**src/sv/arf_pkg.sv**
```systemverilog
// Package for the auto rate fallback block: register map, field widths and
// reset values. No dependencies.
package arf_pkg;

  localparam int unsigned McsW       = 4;
  localparam int unsigned AttemptW   = 4;
  localparam int unsigned SuccessW   = 16;
  localparam int unsigned TicksW     = 20;
  localparam int unsigned InitThrW   = 10;
  localparam int unsigned ThrW       = 11;
  localparam int unsigned ApbAddrW   = 5;
  localparam int unsigned ApbDataW   = 32;

  // Register reset values
  localparam logic [TicksW-1:0]   RecoveryTicksRst = 20'd1000;
  localparam logic                BackoffEnableRst = 1'b1;
  localparam logic [InitThrW-1:0] InitThresholdRst = 10'd10;
  localparam logic [InitThrW-1:0] MaxThresholdRst  = 10'd50;
  localparam logic [McsW-1:0]     InitMcsRst       = 4'd0;
  localparam logic [McsW-1:0]     MaxMcsRst        = 4'd7;

  // Attempt numbers that force a fall
  localparam logic [AttemptW-1:0] ProbeFailAttempt = 4'd2;
  localparam logic [AttemptW-1:0] ForceFallAttempt = 4'd3;

  // Register index, taken from paddr[4:2]
  typedef enum logic [2:0] {
    REG_RECOVERY_TICKS    = 3'd0,
    REG_BACKOFF_ENABLE    = 3'd1,
    REG_INITIAL_THRESHOLD = 3'd2,
    REG_MAX_THRESHOLD     = 3'd3,
    REG_INITIAL_MCS       = 3'd4,
    REG_MAX_MCS           = 3'd5
  } arf_reg_e;

  // Input operation codes
  typedef enum logic {
    OP_TICK     = 1'b0,
    OP_TRANSMIT = 1'b1
  } arf_op_e;

endpackage

```
**src/sv/arf_rate_adaptation_top.sv**
```systemverilog
// Auto rate fallback with adaptive threshold backoff, one link.
// Depends on arf_pkg for the register map, widths and reset values.
//
// Usage:
//  - Input channel (in_valid_i / in_ready_o) carries one item per handshake:
//    a timer tick (operation 0) or a transmit decision (operation 1) with the
//    frame's attempt number and the current success count.
//  - Output channel (out_valid_o / out_ready_i) returns exactly one item per
//    input item: the MCS now current, a flag to clear the success counter
//    when the MCS moved, and a flag marking the next frame as a probe.
//  - The decision and the state commit happen at the accepting edge and the
//    result sits in the output register from the next cycle. Throughput is
//    one item per cycle while the receiver keeps up; the decision is a few
//    compares, an increment and a shift on the state registers.
//  - When the receiver stalls, the output register holds its item and
//    in_ready_o drops only while that item is still unclaimed; an item is
//    taken in the same cycle the held one leaves.
//  - Reset loads the register defaults, sets the MCS to the initial MCS and
//    the threshold to the initial threshold, and stops the recovery timer.
//  - The APB port writes the six registers at 4*index; writing the initial
//    MCS also reloads the current MCS. Write only while the block is idle.
module arf_rate_adaptation_top
  import arf_pkg::*;
(
  input  logic                 clk_i,
  input  logic                 rst_ni,
  // APB configuration
  input  logic                 psel,
  input  logic                 penable,
  input  logic                 pwrite,
  input  logic [ApbAddrW-1:0]  paddr,
  input  logic [ApbDataW-1:0]  pwdata,
  output logic [ApbDataW-1:0]  prdata,
  output logic                 pready,
  // Input items
  input  logic                 in_valid_i,
  output logic                 in_ready_o,
  input  logic                 operation_i,
  input  logic [AttemptW-1:0]  attempt_number_i,
  input  logic [SuccessW-1:0]  success_count_i,
  // Result items
  output logic                 out_valid_o,
  input  logic                 out_ready_i,
  output logic [McsW-1:0]      mcs_o,
  output logic                 clear_success_count_o,
  output logic                 is_probe_o
);

  // Configuration registers
  logic [TicksW-1:0]   recovery_ticks_q;
  logic                backoff_enable_q;
  logic [InitThrW-1:0] initial_threshold_q;
  logic [InitThrW-1:0] max_threshold_q;
  logic [McsW-1:0]     initial_mcs_q;
  logic [McsW-1:0]     max_mcs_q;

  // Link state
  logic [McsW-1:0]   current_mcs_q, current_mcs_d;
  logic              probe_pending_q, probe_pending_d;
  logic              timeout_flag_q, timeout_flag_d;
  logic [ThrW-1:0]   success_threshold_q, success_threshold_d;
  logic [TicksW-1:0] timer_count_q, timer_count_d;
  logic              timer_running_q, timer_running_d;

  // Output register
  logic            out_valid_q, out_valid_d;
  logic [McsW-1:0] mcs_q, mcs_d;
  logic            clear_q, clear_d;
  logic            probe_q, probe_d;

  logic            in_accept;
  logic            cfg_write;
  arf_reg_e        cfg_reg;

  // Decision terms
  logic [McsW-1:0]   mcs_up;
  logic [McsW-1:0]   mcs_down;
  logic [McsW-1:0]   pick_mcs;
  logic              mcs_changed;
  logic              fall;
  logic [TicksW-1:0] tick_count;
  logic [ThrW-1:0]   half_threshold;
  logic [ThrW-1:0]   init_thr_ext;

  // The output register frees up when empty or when its item leaves now
  assign in_ready_o  = !out_valid_q || out_ready_i;
  assign in_accept   = in_valid_i && in_ready_o;
  assign out_valid_o = out_valid_q;
  assign mcs_o                 = mcs_q;
  assign clear_success_count_o = clear_q;
  assign is_probe_o            = probe_q;

  // ------------------------------------------------------------------
  // APB: pready is tied high, so a write lands in its access cycle
  // ------------------------------------------------------------------
  assign pready    = 1'b1;
  assign cfg_write = psel && penable && pwrite;
  assign cfg_reg   = arf_reg_e'(paddr[ApbAddrW-1:2]);

  always_comb begin
    prdata = '0;
    unique case (cfg_reg)
      REG_RECOVERY_TICKS:    prdata = ApbDataW'(recovery_ticks_q);
      REG_BACKOFF_ENABLE:    prdata = ApbDataW'(backoff_enable_q);
      REG_INITIAL_THRESHOLD: prdata = ApbDataW'(initial_threshold_q);
      REG_MAX_THRESHOLD:     prdata = ApbDataW'(max_threshold_q);
      REG_INITIAL_MCS:       prdata = ApbDataW'(initial_mcs_q);
      REG_MAX_MCS:           prdata = ApbDataW'(max_mcs_q);
      default:               prdata = '0;
    endcase
  end

  always_ff @(posedge clk_i or negedge rst_ni) begin
    if (!rst_ni) begin
      recovery_ticks_q    <= RecoveryTicksRst;
      backoff_enable_q    <= BackoffEnableRst;
      initial_threshold_q <= InitThresholdRst;
      max_threshold_q     <= MaxThresholdRst;
      initial_mcs_q       <= InitMcsRst;
      max_mcs_q           <= MaxMcsRst;
    end else if (cfg_write) begin
      unique case (cfg_reg)
        REG_RECOVERY_TICKS:    recovery_ticks_q    <= pwdata[TicksW-1:0];
        REG_BACKOFF_ENABLE:    backoff_enable_q    <= pwdata[0];
        REG_INITIAL_THRESHOLD: initial_threshold_q <= pwdata[InitThrW-1:0];
        REG_MAX_THRESHOLD:     max_threshold_q     <= pwdata[InitThrW-1:0];
        REG_INITIAL_MCS:       initial_mcs_q       <= pwdata[McsW-1:0];
        REG_MAX_MCS:           max_mcs_q           <= pwdata[McsW-1:0];
        default: ;
      endcase
    end
  end

  // ------------------------------------------------------------------
  // Decision: pick the MCS for a transmit item
  // ------------------------------------------------------------------
  assign mcs_up   = (current_mcs_q < max_mcs_q) ? current_mcs_q + McsW'(1) : current_mcs_q;
  assign mcs_down = (current_mcs_q != '0) ? current_mcs_q - McsW'(1) : current_mcs_q;
  assign fall     = (probe_pending_q && attempt_number_i == ProbeFailAttempt)
                    || attempt_number_i >= ForceFallAttempt;

  always_comb begin
    priority if (timeout_flag_q) begin
      pick_mcs = mcs_up;
    end else if (fall) begin
      pick_mcs = mcs_down;
    end else if (SuccessW'(success_threshold_q) == success_count_i) begin
      pick_mcs = mcs_up;
    end else begin
      pick_mcs = current_mcs_q;
    end
  end

  assign mcs_changed    = pick_mcs != current_mcs_q;
  assign tick_count     = timer_count_q + TicksW'(1);
  assign init_thr_ext   = ThrW'(initial_threshold_q);
  assign half_threshold = success_threshold_q >> 1;

  // ------------------------------------------------------------------
  // Next state and result
  // ------------------------------------------------------------------
  always_comb begin
    current_mcs_d       = current_mcs_q;
    probe_pending_d     = probe_pending_q;
    timeout_flag_d      = timeout_flag_q;
    success_threshold_d = success_threshold_q;
    timer_count_d       = timer_count_q;
    timer_running_d     = timer_running_q;
    out_valid_d         = out_valid_q && !out_ready_i;
    mcs_d               = mcs_q;
    clear_d             = clear_q;
    probe_d             = probe_q;

    if (in_accept) begin
      out_valid_d = 1'b1;
      if (arf_op_e'(operation_i) == OP_TICK) begin
        // Advance the recovery timer; fire and stop at the limit
        if (timer_running_q) begin
          timer_count_d = tick_count;
          if (tick_count >= recovery_ticks_q) begin
            timeout_flag_d  = 1'b1;
            timer_running_d = 1'b0;
          end
        end
        mcs_d   = current_mcs_q;
        clear_d = 1'b0;
        probe_d = 1'b0;
      end else begin
        timeout_flag_d = 1'b0;
        clear_d        = mcs_changed;
        probe_d        = 1'b0;
        mcs_d          = pick_mcs;
        if (!mcs_changed) begin
          probe_pending_d = 1'b0;
        end else if (pick_mcs < current_mcs_q) begin
          // Fall: restart the timer, adapt the threshold
          timer_running_d = 1'b1;
          timer_count_d   = '0;
          if (probe_pending_q) begin
            probe_pending_d = 1'b0;
            if (backoff_enable_q && success_threshold_q < ThrW'(max_threshold_q)) begin
              success_threshold_d = {success_threshold_q[ThrW-2:0], 1'b0};
            end
          end else if (backoff_enable_q) begin
            success_threshold_d = (half_threshold < init_thr_ext) ? init_thr_ext
                                                                  : half_threshold;
          end
          current_mcs_d = pick_mcs;
        end else begin
          // Rise: cancel the timer, next frame is a probe
          timer_running_d = 1'b0;
          timer_count_d   = '0;
          probe_pending_d = 1'b1;
          probe_d         = 1'b1;
          current_mcs_d   = pick_mcs;
        end
      end
    end

    // A write of the initial MCS reloads the current MCS
    if (cfg_write && cfg_reg == REG_INITIAL_MCS) begin
      current_mcs_d = pwdata[McsW-1:0];
    end
  end

  always_ff @(posedge clk_i or negedge rst_ni) begin
    if (!rst_ni) begin
      current_mcs_q       <= InitMcsRst;
      probe_pending_q     <= 1'b0;
      timeout_flag_q      <= 1'b0;
      success_threshold_q <= ThrW'(InitThresholdRst);
      timer_count_q       <= '0;
      timer_running_q     <= 1'b0;
      out_valid_q         <= 1'b0;
    end else begin
      current_mcs_q       <= current_mcs_d;
      probe_pending_q     <= probe_pending_d;
      timeout_flag_q      <= timeout_flag_d;
      success_threshold_q <= success_threshold_d;
      timer_count_q       <= timer_count_d;
      timer_running_q     <= timer_running_d;
      out_valid_q         <= out_valid_d;
    end
  end

  // Payload of the output register
  always_ff @(posedge clk_i) begin
    mcs_q   <= mcs_d;
    clear_q <= clear_d;
    probe_q <= probe_d;
  end

  // ------------------------------------------------------------------
  // Assertions
  // ------------------------------------------------------------------
  // A probe is always a change of MCS
  assert property (@(posedge clk_i) disable iff (!rst_ni)
    out_valid_q && probe_q |-> clear_q)
    else $error("probe reported without an MCS change");

  // The timer never runs once it has fired
  assert property (@(posedge clk_i) disable iff (!rst_ni)
    !(timer_running_q && timeout_flag_q))
    else $error("recovery timer running with timeout flag set");

  // An accepted transmit that moves the MCS shows up as a clear next cycle
  assert property (@(posedge clk_i) disable iff (!rst_ni)
    in_accept && operation_i && mcs_changed |=> out_valid_q && clear_q && mcs_q == current_mcs_q)
    else $error("MCS change not reported");

  // A tick never changes the MCS
  assert property (@(posedge clk_i) disable iff (!rst_ni)
    in_accept && !operation_i && !(cfg_write && cfg_reg == REG_INITIAL_MCS)
    |=> $stable(current_mcs_q) && !clear_q)
    else $error("timer tick altered the MCS");

endmodule
```
**config.mk**
```make
export PLATFORM = sky130hd
export DESIGN_NAME = arf_rate_adaptation_top
export DESIGN_NICKNAME = d
export VERILOG_FILES = /design/src/sv/arf_pkg.sv /design/src/sv/arf_rate_adaptation_top.sv
export SDC_FILE = /design/constraint.sdc
export NUM_CORES = 1
export LEC_CHECK = 0
export ABC_AREA = 1
export BUFFER_PORTS_ARGS = -buffer_cell sky130_fd_sc_hd__buf_2
export CAP_MARGIN = 10
export CORE_MARGIN = 4
export CORE_UTILIZATION = 45
export CTS_CLUSTER_SIZE = 30
export DETAILED_ROUTE_END_ITERATION = 8
export GPL_TIMING_DRIVEN = 0
export MAX_ROUTING_LAYER = met4
export PLACE_DENSITY_LB_ADDON = 0.15
export SETUP_SLACK_MARGIN = 0.1
export SLEW_MARGIN = 10
export SYNTH_ARGS = -nofsm -noshare
export SYNTH_HDL_FRONTEND = slang
export SYNTH_SLANG_ARGS = --single-unit
```
**constraint.sdc**
```tcl
create_clock -name clk_i -period 4.1 [get_ports clk_i]
set_clock_uncertainty 0.1 [all_clocks]
set_input_delay 0 -clock clk_i [delete_from_list [all_inputs] [get_ports clk_i]]
set_output_delay 0 -clock clk_i [all_outputs]
set_load 0.01 [all_outputs]
```
Word level (Yosys, flattened, before mapping)
Index checks and enable logic that the tools add are counted.
Cells by class
  equality and inequality tests: 10
  reductions and logical operators: 31
  mux-type cells: 29
  magnitude comparators: 6
  add/subtract/negate cells: 3
Operators by type and width (number)
  $pmux W20 S6: 1
  $mux W20: 3
  $mux W4: 10
  $mux W11: 3
  $add A20 B1 Y20 const B: 1
  $ge A20 B20 Y1: 1
  $eq A11 B16 Y1: 1
  $reduce_and A2 Y1: 8
  $reduce_bool A2 Y1: 6
  $lt A11 B10 Y1: 1
  $mux W1: 11
  $lt A10 B10 Y1: 1
  $mux W10: 1
  $reduce_and A3 Y1: 3
  $lt A4 B4 Y1: 2
  $logic_and A1 B1 Y1: 7
  $eq A3 B2 Y1 const B: 2
  $eq A3 B3 Y1 const B: 2
  $reduce_and A6 Y1: 1
  $add A4 B1 Y4 const B: 1
  $eq A4 B2 Y1 const B: 1
  $ge A4 B2 Y1 const B: 1
  $ne A2 B1 Y1 const B: 2
  $ne A4 B4 Y1: 1
  other kinds (6): 8
Word-level totals
  logic and storage cells: 95
  output and inout bits: 41
  input bits: 65
  register bits: 94

Longest topological paths before layout
Gate-level depths: netlist of the first run.
  word-level depth: 10
  depth in mapped cells: 25
  gate-level depth less buffers: 24

Worst setup path before layout of the first run
No wires, ideal clock.
  kind: register to register
  start: register max_mcs_q[1]
  end: register success_threshold_q[5]
  stages on the path, launching flop included: 22
  path slack: 1163 ps
  period minus slack after synthesis: 2937 ps
  library setup time: 120 ps
  arrival: 2718 ps
  data required time: 3880 ps
  cells stage by stage: dfstp_2 inv_1 ha_1 nand2_1 nand2_1 nand2_1 nand2_2 o21ai_0 nand2_1 a21boi_0 ha_1 nand2_1 nor2_1 nor2_2 nand2_2 nor2_2 nand2_1 a21oi_2 buf_6 inv_1 nand2_1 o21ai_2
Between the ends
  longest elaborated chain between the ends: 7
Ends and longest elaborated chain
  start: declaration: line arf_rate_adaptation_top.sv:55  | logic [McsW-1:0] max_mcs_q;
  start signal: assignment: line arf_rate_adaptation_top.sv:120  | max_mcs_q <= MaxMcsRst;
  start signal: assignment: line arf_rate_adaptation_top.sv:128  | REG_MAX_MCS: max_mcs_q <= pwdata[McsW-1:0];
  $lt A4 B4 Y1 (*): line arf_rate_adaptation_top.sv:137  | assign mcs_up = (current_mcs_q < max_mcs_q) ? current_mcs_q + McsW'(1) : current_mcs_q;
  $mux W4 (*): line arf_rate_adaptation_top.sv:137
  $mux W4: line arf_rate_adaptation_top.sv:147  | end else if (SuccessW'(success_threshold_q) == success_count_i) begin
  $mux W4: line arf_rate_adaptation_top.sv:145  | end else if (fall) begin
  $mux W4 (*): line arf_rate_adaptation_top.sv:143  | priority if (timeout_flag_q) begin
  $lt A4 B4 Y1 / $ne A4 B4 Y1 (equally long branches): line arf_rate_adaptation_top.sv:195, arf_rate_adaptation_top.sv:154
  $reduce_and A6 Y1 (no line) (*)
  end signal: assignment: line arf_rate_adaptation_top.sv:231  | success_threshold_q <= ThrW'(InitThresholdRst);
  end signal: assignment: line arf_rate_adaptation_top.sv:239  | success_threshold_q <= success_threshold_d;
  end: declaration: line arf_rate_adaptation_top.sv:61  | logic [ThrW-1:0] success_threshold_q, success_threshold_d;
Every way passes the cells marked *; elsewhere a longest branch is shown, timed or not.
A chain may end at the register's enable or synchronous reset.

Final worst setup path of the first run
  start: register success_threshold_q[3]
  end: register success_threshold_q[4]
Between the ends
  longest elaborated chain between the ends: 6
Ends and longest elaborated chain (line)
  $eq A11 B16 Y1: arf_rate_adaptation_top.sv:147
  $mux W4: arf_rate_adaptation_top.sv:147
  $mux W4: arf_rate_adaptation_top.sv:145
  $mux W4: arf_rate_adaptation_top.sv:143
  $lt A4 B4 Y1 / $ne A4 B4 Y1 (equally long branches): arf_rate_adaptation_top.sv:195, arf_rate_adaptation_top.sv:154
  $reduce_and A6 Y1 (no line)
Parallel ways exist; a longest one is shown, timed or not. The select of a mux whose other input is x is not followed.

==> results of run 1 <==
==> final cells by class <==
| class | count | area (µm²) | area share |
|---|---|---|---|
| clock buffer | 9 | 225 | 0.0290 |
| inverter | 151 | 569 | 0.0733 |
| timing repair buffer | 105 | 686 | 0.0883 |
| sequential | 94 | 2400 | 0.310 |
| clock inverter | 7 | 75.1 | 0.00967 |
| multi-input combinational | 625 | 3370 | 0.434 |
| tap | 180 | 225 | 0.0290 |
| buffer | 33 | 209 | 0.0269 |
==> placed cells by master, fill, tap and decap left out, drive strengths merged, types with 4 or more instances in the layout <==
master,n
ha,48
a21oi,37
dlygate4sd3,27
inv,150
xor2,14
nand3,51
o22ai,13
o21ai,81
conb,13
nor2,66
dfrtp,71
nand2,239
buf,102
o221ai,7
edfxtp,6
clkinv,4
clkbuf,18
dfstp,17
nand4,22
o211ai,4
nor3,10
==> cell families (layout without fill, tap and decap cells) <==
logic type | Yosys count | in the layout | synth area share
compound gates | 155 | 155 | 0.137
other cells | 2 | 13 | 0.00115
xor+xnor | 17 | 17 | 0.0240
buf+inv | 184 | 305 | 0.120
simple gates | 392 | 392 | 0.257
flops | 94 | 94 | 0.369
fa+ha+maj | 48 | 48 | 0.0922
==> registers in the layout, summed over array words and instances, names as in the netlist <==
register               flops
recovery_ticks_q          20
timer_count_q             20
success_threshold_q       11
initial_threshold_q       10
max_threshold_q           10
current_mcs_q              4
initial_mcs_q              4
max_mcs_q                  4
mcs_o                      4
backoff_enable_q           1
clear_success_count_o      1
is_probe_o                 1
out_valid_o                1
probe_pending_q            1
timeout_flag_q             1
timer_running_q            1
==> how the worst max path moves through the flow <==
stage                                 startpoint                     end  cells past startpoint
after floorplan                     max_mcs_q[1]  success_threshold_q[5]                     21
after global placement    success_threshold_q[3]  success_threshold_q[5]                     25
after detailed placement  success_threshold_q[3]  success_threshold_q[5]                     25
after CTS                 success_threshold_q[3]  success_threshold_q[4]                     25
after global routing      success_threshold_q[3]  success_threshold_q[4]                     25
final                     success_threshold_q[3]  success_threshold_q[4]                     25
==> layer usage <==
layer	part of all wire	wire length, µm	track usage
met1	0.45	7630	0.282
met4	0.019	314	0.0737
met5	0	0	-
met3	0.044	737	0.0250
met2	0.49	8260	0.360
==> power groups by stage <==
stage,registers (mW),clock network (mW),logic [mW]
after detailed placement,1.39,0,1.68
after CTS,1.38,0.876,1.72
after floorplan,1.33,0,1.27
final,1.38,0.864,1.70
after global placement,1.39,0,1.66
after global routing,1.41,0.911,1.98
==> through the flow <==
step           cells  cell area (µm²)   util  setup slack (ns)  total power [mW]
6_report        1204             7760  0.553             0.638              3.94
5_1_grt         1204             7760  0.553             0.275              4.30
4_1_cts         1204             7760  0.553             0.626              3.97
3_5_place_dp    1161             7190  0.512             0.644              3.07
3_3_place_gp    1160             7160  0.510             0.622              3.05
2_1_floorplan    903             6550      -              1.16              2.60
==> results.py, run 1 <==
metrics = {
    "floorplan": {
        "num_io_pins": 106,
        "core_um2": 14000,
        "std_cell_rows": 43,
        "initial_core_util": 0.464,
        "die_h_um": 128,
        "die_area_um2": 16500,
        "fp.dieW_um": 128,
    },
    "run": {
        "max-cap-violations": 0,
    },
    "sta": {
        "hold_violations": 0,
        "maxSlewViolCount": 0,
        "grt_setup_unrepaired": "no",
        "setup_violations": 0,
        "holdWs_ns": 0.0175,
        "fin_crit_sh": 0.844,
        "tns_ns": 0,
        "worst_pin_slew_ns": 0.676,
        "max_freq_mhz": 289,
        "slew_headroom": 0.547,
        "finalCriticalPeriod_ns": 3.46,
    },
    "routing": {
        "viasPerCell": 5.07,
        "dr_total_vias": 6101,
        "drtPass1Iterations": 5,
        "totalWireLength_um": 16900,
        "wl_per_cell_um": 14.1,
        "first_iter_violations": 351,
        "ant_nets": 0,
        "drcViolationCount": 0,
    },
    "finish": {
        "fin_nets": 1132,
        "syn_to_final_growth_pct": 19.2,
        "nFillCells": 1379,
        "drive_above_1_share": 0.160,
        "antenna_cells": 0,
    },
    "setup_path": {
        "critical_path.startpoint_type": "flip-flop",
        "cpMaxStageDelayCell": "dfstp_2",
        "crit_fanout": 10,
        "reg2regPathDepth": 25,
        "r2r_setup_slack_ns": 0.64,
        "setup.worst_path.end_class": "flip-flop",
        "worst-endpoint-required_ns": 4.25,
        "crit_buf_inv": 5,
        "r2r_start": "success_threshold_q[3]",
        "r2r-end": "success_threshold_q[4]",
        "path_common_cell": "nand2_1",
        "critical_path_class": "flip-flop to flip-flop",
        "crit_family": "simple AND/OR/NAND/NOR gates",
        "cp.arrival_ns": 3.61,
        "critical-path-max-stage-delay_ns": 0.58,
    },
    "clock_network": {
        "cts-resized-gates": 0,
        "htree_levels": 3,
        "holdBufCountCts": 27,
        "clk_pin_slew_ns": 0.07,
        "cts_sinks": 94,
        "clk_latency_ns": 0.36,
        "post_cts_buffers": 0,
        "numCtsBuffers": 9,
        "tritoncts": "done",
        "clockBufferDepth": 2,
        "ctsRootBufferMaster": "clkbuf_16",
    },
    "global_routing": {
        "grt_max_degree": 59,
        "grt_usage": 0.219,
        "grt_antenna_before_repair": 0,
        "grt_pass1_wl_um": 28100,
        "grt.overflow.total": 0,
        "grt_pass1_vias": 5805,
    },
    "synthesis": {
        "syn_inst": 892,
        "syn_avg_cell_area_um2": 7.30,
        "ys_seq_elements": 94,
        "synthFlopType": "dfrtp_1",
        "synth-async-reset-ratio": 0.936,
        "yosysUniqueCellTypes": 47,
        "yosysTopAreaCell": "dfrtp_1",
        "synthTopCellsByCount": "234 x nand2_1, 144 x inv_1, 78 x o21ai_0, 71 x dfrtp_1, 61 x nor2_1",
        "yosysSeqAreaShare": 0.369,
        "yosys_warnings": 0,
        "synthTopCellsByArea": "dfrtp_1 27%, nand2_1 13%, ha_1 9.2%",
        "synth_top_area_frac": 0.273,
        "synth_most_common_cell": "nand2_1",
        "synth-edff-count": 6,
        "syn_area_um2": 6510,
    },
    "hold_path": {
        "hold_path.class": "input port to async pin",
    },
    "pwr": {
        "power.internal_mw": 2.30,
        "vdd_drop_max_v": 0.000280,
        "p_seq_frac": 0.350,
        "power_density_nw_per_um2": 508,
        "leakage_nw": 4.08,
        "clock_power_share": 0.219,
        "power.share.combinational": 0.431,
        "p_sw_frac": 0.417,
        "switching_power_mw": 1.65,
    },
    "run_status": {
        "outcome": "finished clean",
    },
    "placed_design": {
        "portBuffers": 77,
        "gp_congestion": 0.849,
        "dp_hpwl_um": 13000,
    },
}
No activity file was read; power rests on OpenSTA's default activity.
==> run 2: changes to the inputs <==
==> constraint.sdc (replaced) <==
create_clock -name clk_i -period 3.6 [get_ports clk_i]
set_clock_uncertainty 0.1 [all_clocks]
set_input_delay 0 -clock clk_i [delete_from_list [all_inputs] [get_ports clk_i]]
set_output_delay 0 -clock clk_i [all_outputs]
set_load 0.01 [all_outputs]
==> results.py, run 2 (synthesized netlist as in run 1, its figures left out) <==
metrics = {
    "pwr": {
        "p_sw_frac": 0.419,
        "total_power_mw": 4.55,
        "p_seq_frac": 0.346,
        "power_density_nw_per_um2": 581,
        "vdd_drop_max_v": 0.000318,
        "clock_power_share": 0.216,
        "power.internal_mw": 2.64,
        "leakage_nw": 4.10,
        "power.share.combinational": 0.439,
        "switching_power_mw": 1.90,
    },
    "setup_path": {
        "critical_path_class": "flip-flop to flip-flop",
        "cp_cell_sequence": "inv_1, ha_1, nand3_1, o21ai_0, a21oi_1, nor2_1, nand2_1, nand2_1, inv_1, ha_1, nand2_1, nor2_2, nor2_2, nand2_2, nor2_4, nand2_2, a21oi_4, buf_6, inv_1, nand2_1, nand2_1",
        "setup.worst_path.end_class": "flip-flop",
        "cpMaxStageDelayCell": "dfrtp_2",
        "worst-endpoint-required_ns": 3.75,
        "critical-path-max-stage-delay_ns": 0.47,
        "crit_fanout": 7,
        "critical_path.startpoint_type": "flip-flop",
        "cp.arrival_ns": 3.42,
        "path_common_cell": "nand2_1",
    },
    "placed_design": {
        "place_area_um2": 7190,
        "dpl.cell_count": 1161,
        "dp_hpwl_um": 13000,
        "gp_congestion": 0.849,
        "portBuffers": 77,
    },
    "sta": {
        "hold_violations": 0,
        "grt_setup_unrepaired": "no",
        "finalCriticalPeriod_ns": 3.27,
        "slew_headroom": 0.548,
        "max_freq_mhz": 306,
        "maxSlewViolCount": 0,
        "fin_crit_sh": 0.908,
        "tns_ns": 0,
        "setup_violations": 0,
        "worst_pin_slew_ns": 0.674,
    },
    "routing": {
        "first_iter_violations": 411,
        "drcViolationCount": 0,
        "viasPerCell": 5.04,
        "dr_total_vias": 6086,
        "drtPass1Iterations": 5,
        "wl_per_cell_um": 14.1,
        "ant_nets": 0,
        "totalWireLength_um": 17000,
    },
    "run": {
        "max-cap-violations": 0,
    },
    "clock_network": {
        "tritoncts": "done",
        "numCtsBuffers": 9,
        "clk_latency_ns": 0.36,
        "htree_levels": 3,
        "ctsRootBufferMaster": "clkbuf_16",
        "clk_pin_slew_ns": 0.07,
        "clockBufferDepth": 2,
        "cts_sinks": 94,
    },
    "finish": {
        "nFillCells": 1373,
        "instances_no_fill": 1207,
        "fin_util": 0.557,
        "reg_top3": "recovery_ticks_q (20), timer_count_q (20), success_threshold_q (11)",
        "regArea_um2": 2400,
        "antenna_cells": 0,
        "final_common_cell": "nand2_1",
        "drive_above_1_share": 0.168,
        "design_area_um2": 7830,
        "syn_to_final_growth_pct": 20.2,
        "multi_input_area_um2": 3410,
        "fin_nets": 1135,
        "layout_common_cells": "232 x nand2_1, 144 x inv_1, 83 x buf_2",
    },
    "floorplan": {
        "fp.dieW_um": 128,
        "num_io_pins": 106,
        "die_area_um2": 16500,
        "std_cell_rows": 43,
        "core_um2": 14000,
        "initial_core_util": 0.464,
        "die_h_um": 128,
    },
    "global_routing": {
        "grt_pass1_vias": 5805,
        "grt_antenna_before_repair": 0,
        "grt.overflow.total": 0,
        "grt_max_degree": 59,
        "grt_pass1_wl_um": 28100,
        "grt_usage": 0.219,
    },
    "hold_path": {
        "hold_path.class": "input port to async pin",
    },
    "run_status": {
        "outcome": "finished clean",
    },
}
run 2: cell count changes in the layout (fill, tap and decap cells not counted), sizes merged:
cell / delta
buf: +3
run 2: routing by layer:
metal  global-route usage  vias to the layer above  wire length [µm]
met5                    -                        -                 0
met4               0.0737                        0               320
met3               0.0250                       23               790
met2                0.360                      157              8380
met1                0.282                     2778              7560
li1                     -                     3128                 -
run 2: metrics by stage:
stage	hold WS, ns	worst slack [ns]
after floorplan	-0.396	0.663
after global placement	0.102	0.122
final	0.0214	0.331
after CTS	0.0148	0.126
after global routing	0.0782	0.0908
after detailed placement	-0.135	0.144
run 2: worst max-delay path, delay by kind of cell (launching register included):
family / cells / cell delay (ns)
DFF: 1 / 0.47
buffers and inverters: 4 / 0.46
AOI/OAI and AO/OA: 3 / 0.44
adders and majority gates: 2 / 0.48
and+or+nand+nor: 12 / 1.20
run 2: what timing repair did:
item                                    CTS  global route
setup buffers                             0             2
endpoints found under the setup margin    0            29
hold buffers                             27             0
hold endpoints to repair                140             0
resized for setup                         0            13
run 2: final timing paths:
path | startpoint | end | depth (start not counted) | slack [ns]
worst min register to register | timer_running_q | timer_running_q | 2 | 0.38
min in group clk_i | penable | backoff_enable_q | 4 | 0.03
worst max register to register | current_mcs_q[1] | success_threshold_q[4] | 21 | 0.33
worst min-delay path | rst_ni | recovery_ticks_q[16] | 2 | 0.02
worst max-delay path | current_mcs_q[1] | success_threshold_q[4] | 21 | 0.33
max in group asynchronous | rst_ni | max_mcs_q[2] | 3 | 2.68
run 2: final cells by class:
| cell class | count | share of cell area |
|---|---|---|
| Timing Repair Buffer | 108 | 0.0905 |
| Buffer | 33 | 0.0272 |
| Clock buffer | 9 | 0.0288 |
| Sequential cell | 94 | 0.307 |
| Multi-Input combinational cell | 625 | 0.435 |
| Inverter | 151 | 0.0727 |
| Tap cell | 180 | 0.0288 |
| Clock inverter | 7 | 0.00959 |
run 2: power groups by stage:
stage	Clock, mW	Combinational (mW)	Sequential [mW]
after CTS	0.997	1.95	1.57
final	0.981	1.99	1.57
after global routing	1.04	2.31	1.61
after global placement	0	1.89	1.58
after floorplan	0	1.44	1.52
after detailed placement	0	1.92	1.58
==> run 3: changes to the inputs <==
--- a/config.mk
+++ b/config.mk
@@ -8,8 +8,10 @@
 export ABC_AREA = 1
 export BUFFER_PORTS_ARGS = -buffer_cell sky130_fd_sc_hd__buf_2
 export CAP_MARGIN = 10
+export CELL_PAD_IN_SITES_DETAIL_PLACEMENT = 1
+export CELL_PAD_IN_SITES_GLOBAL_PLACEMENT = 1
 export CORE_MARGIN = 4
-export CORE_UTILIZATION = 45
+export CORE_UTILIZATION = 42
 export CTS_CLUSTER_SIZE = 30
 export DETAILED_ROUTE_END_ITERATION = 8
 export GPL_TIMING_DRIVEN = 0
==> results.py, run 3 (synthesized netlist as in run 1, its figures left out) <==
metrics = {
    "routing": {
        "viasPerCell": 5.14,
        "dr_total_vias": 6241,
        "drtPass1Iterations": 4,
        "ant_nets": 0,
        "first_iter_violations": 231,
        "drcViolationCount": 0,
        "wl_per_cell_um": 16.1,
        "totalWireLength_um": 19500,
    },
    "floorplan": {
        "std_cell_rows": 45,
        "die_area_um2": 17600,
        "fp.dieW_um": 133,
        "die_h_um": 133,
        "initial_core_util": 0.428,
        "num_io_pins": 106,
        "core_um2": 15200,
    },
    "sta": {
        "fin_crit_sh": 0.898,
        "hold_violations": 0,
        "worst_pin_slew_ns": 0.677,
        "grt_setup_unrepaired": "no",
        "slew_headroom": 0.546,
        "maxSlewViolCount": 0,
        "setup_violations": 0,
        "max_freq_mhz": 309,
        "finalCriticalPeriod_ns": 3.23,
        "tns_ns": 0,
        "worst_slack_ns": 0.366,
    },
    "setup_path": {
        "r2r_start": "max_mcs_q[1]",
        "crit_start": "max_mcs_q[1]",
        "critical_path_class": "flip-flop to flip-flop",
        "cp.arrival_ns": 3.38,
        "worst-endpoint-required_ns": 3.75,
        "critical_path.startpoint_type": "flip-flop",
        "crit_fanout": 5,
        "setup.worst_path.end_class": "flip-flop",
    },
    "clock_network": {
        "clk_latency_ns": 0.35,
        "numCtsBuffers": 9,
        "htree_levels": 3,
        "clockBufferDepth": 2,
        "clk_pin_slew_ns": 0.07,
        "tritoncts": "done",
        "cts_sinks": 94,
        "ctsRootBufferMaster": "clkbuf_16",
    },
    "pwr": {
        "power.share.combinational": 0.457,
        "p_seq_frac": 0.346,
        "p_sw_frac": 0.427,
        "total_power_mw": 4.59,
        "leakage_nw": 4.10,
        "power.internal_mw": 2.63,
        "clock_power_share": 0.197,
        "power_density_nw_per_um2": 587,
        "switching_power_mw": 1.96,
        "vdd_drop_max_v": 0.000344,
    },
    "finish": {
        "reg_top3": "recovery_ticks_q (20), timer_count_q (20), success_threshold_q (11)",
        "layout_common_cells": "230 x nand2_1, 143 x inv_1, 83 x buf_2",
        "fin_nets": 1135,
        "syn_to_final_growth_pct": 20.2,
        "final_common_cell": "nand2_1",
        "instances_no_fill": 1215,
        "design_area_um2": 7830,
        "antenna_cells": 0,
        "drive_above_1_share": 0.172,
    },
    "placed_design": {
        "portBuffers": 77,
        "place_area_um2": 7200,
        "dp_worst_setup_slack_ns": 0.130,
        "gp_congestion": 0.889,
        "dpl.cell_count": 1169,
        "dp_hpwl_um": 15100,
    },
    "global_routing": {
        "grt_pass1_wl_um": 32400,
        "grt_usage": 0.234,
        "grt.overflow.total": 0,
        "grt_pass1_vias": 6555,
        "grt_antenna_before_repair": 0,
        "grt_max_degree": 52,
    },
    "hold_path": {
        "hold_path.class": "input port to async pin",
    },
    "run": {
        "max-cap-violations": 0,
    },
    "run_status": {
        "outcome": "finished clean",
    },
}
## run 3: changes by cell type in the layout (fill, tap and decap cells not counted), sizes merged
cell      before  now
clkinv         4    5
bufinv         1    0
clkbuf        18   21
clkinvlp       3    0
## run 3: stage by stage
stage                     hold WS, ns   util
after floorplan                -0.396      -
after global placement          0.105  0.472
after detailed placement      -0.0779  0.474
after CTS                      0.0904  0.510
after global routing            0.128  0.515
final                          0.0758  0.515
## run 3: path summary, 6_finish.rpt
kind	endpoint	slack, ns	depth (start not counted)
max	success_threshold_q[4]	0.37	25
min	recovery_ticks_q[18]	0.08	2
max reg2reg	success_threshold_q[4]	0.37	25
min reg2reg	timer_running_q	0.37	2
max in group asynchronous	success_threshold_q[1]	2.63	3
min in group clk_i	backoff_enable_q	0.09	4
## run 3: cell type report
cell class	count	area (µm²)
Buffer	33	209
Clock buffer	12	246
Clock inverter	4	23.8
Fill cell	1991	7380
Inverter	151	569
Multi-Input combinational cell	625	3430
Sequential cell	94	2410
Tap cell	188	235
Timing Repair Buffer	108	708
## run 3: power groups by stage
stage	Combinational, mW	Sequential, mW	Clock (mW)
floorplan	1.44	1.52	0
global placement	1.90	1.59	0
detailed placement	1.97	1.60	0
CTS	2.01	1.59	0.925
global route	2.44	1.63	0.957
finish	2.10	1.59	0.905
## run 3: layer usage
layer / up-vias / global-route usage / wire length [µm]
met5: - / - / 0
met4: 0 / 0.0710 / 351
met3: 22 / 0.0217 / 458
met2: 87 / 0.414 / 10000
met1: 3009 / 0.283 / 8740
li1: 3123 / - / -
## run 3: critical path: stages, from the launching register on
cell and delay (ns):
dfstp_2 0.52, inv_1 0.06, ha_1 0.28, nand2_1 0.05, nand2_1 0.07, nand2_2 0.08, nand2_2 0.12, nand2_1 0.06
nand2_1 0.08, nand2_1 0.06, nand3_1 0.07, nand2_1 0.06, nand2_2 0.09, inv_1 0.05, ha_1 0.26, nand2_1 0.12
nor2_4 0.06, nor2_2 0.11, nand2_2 0.11, nor2_4 0.12, nand2_2 0.09, a21oi_4 0.17, buf_6 0.14, inv_1 0.05
nand2_1 0.07, nand2_1 0.06
## run 3: timing repair
| item | in CTS | in global routing |
|---|---|---|
| endpoints found under the setup margin | 1 | 29 |
| pin swaps | 0 | 3 |
| resized for setup | 1 | 19 |
| gates cloned | 0 | 1 |
| hold buffers | 27 | 0 |
| hold endpoints to repair | 133 | 0 |
| setup buffers | 0 | 2 |
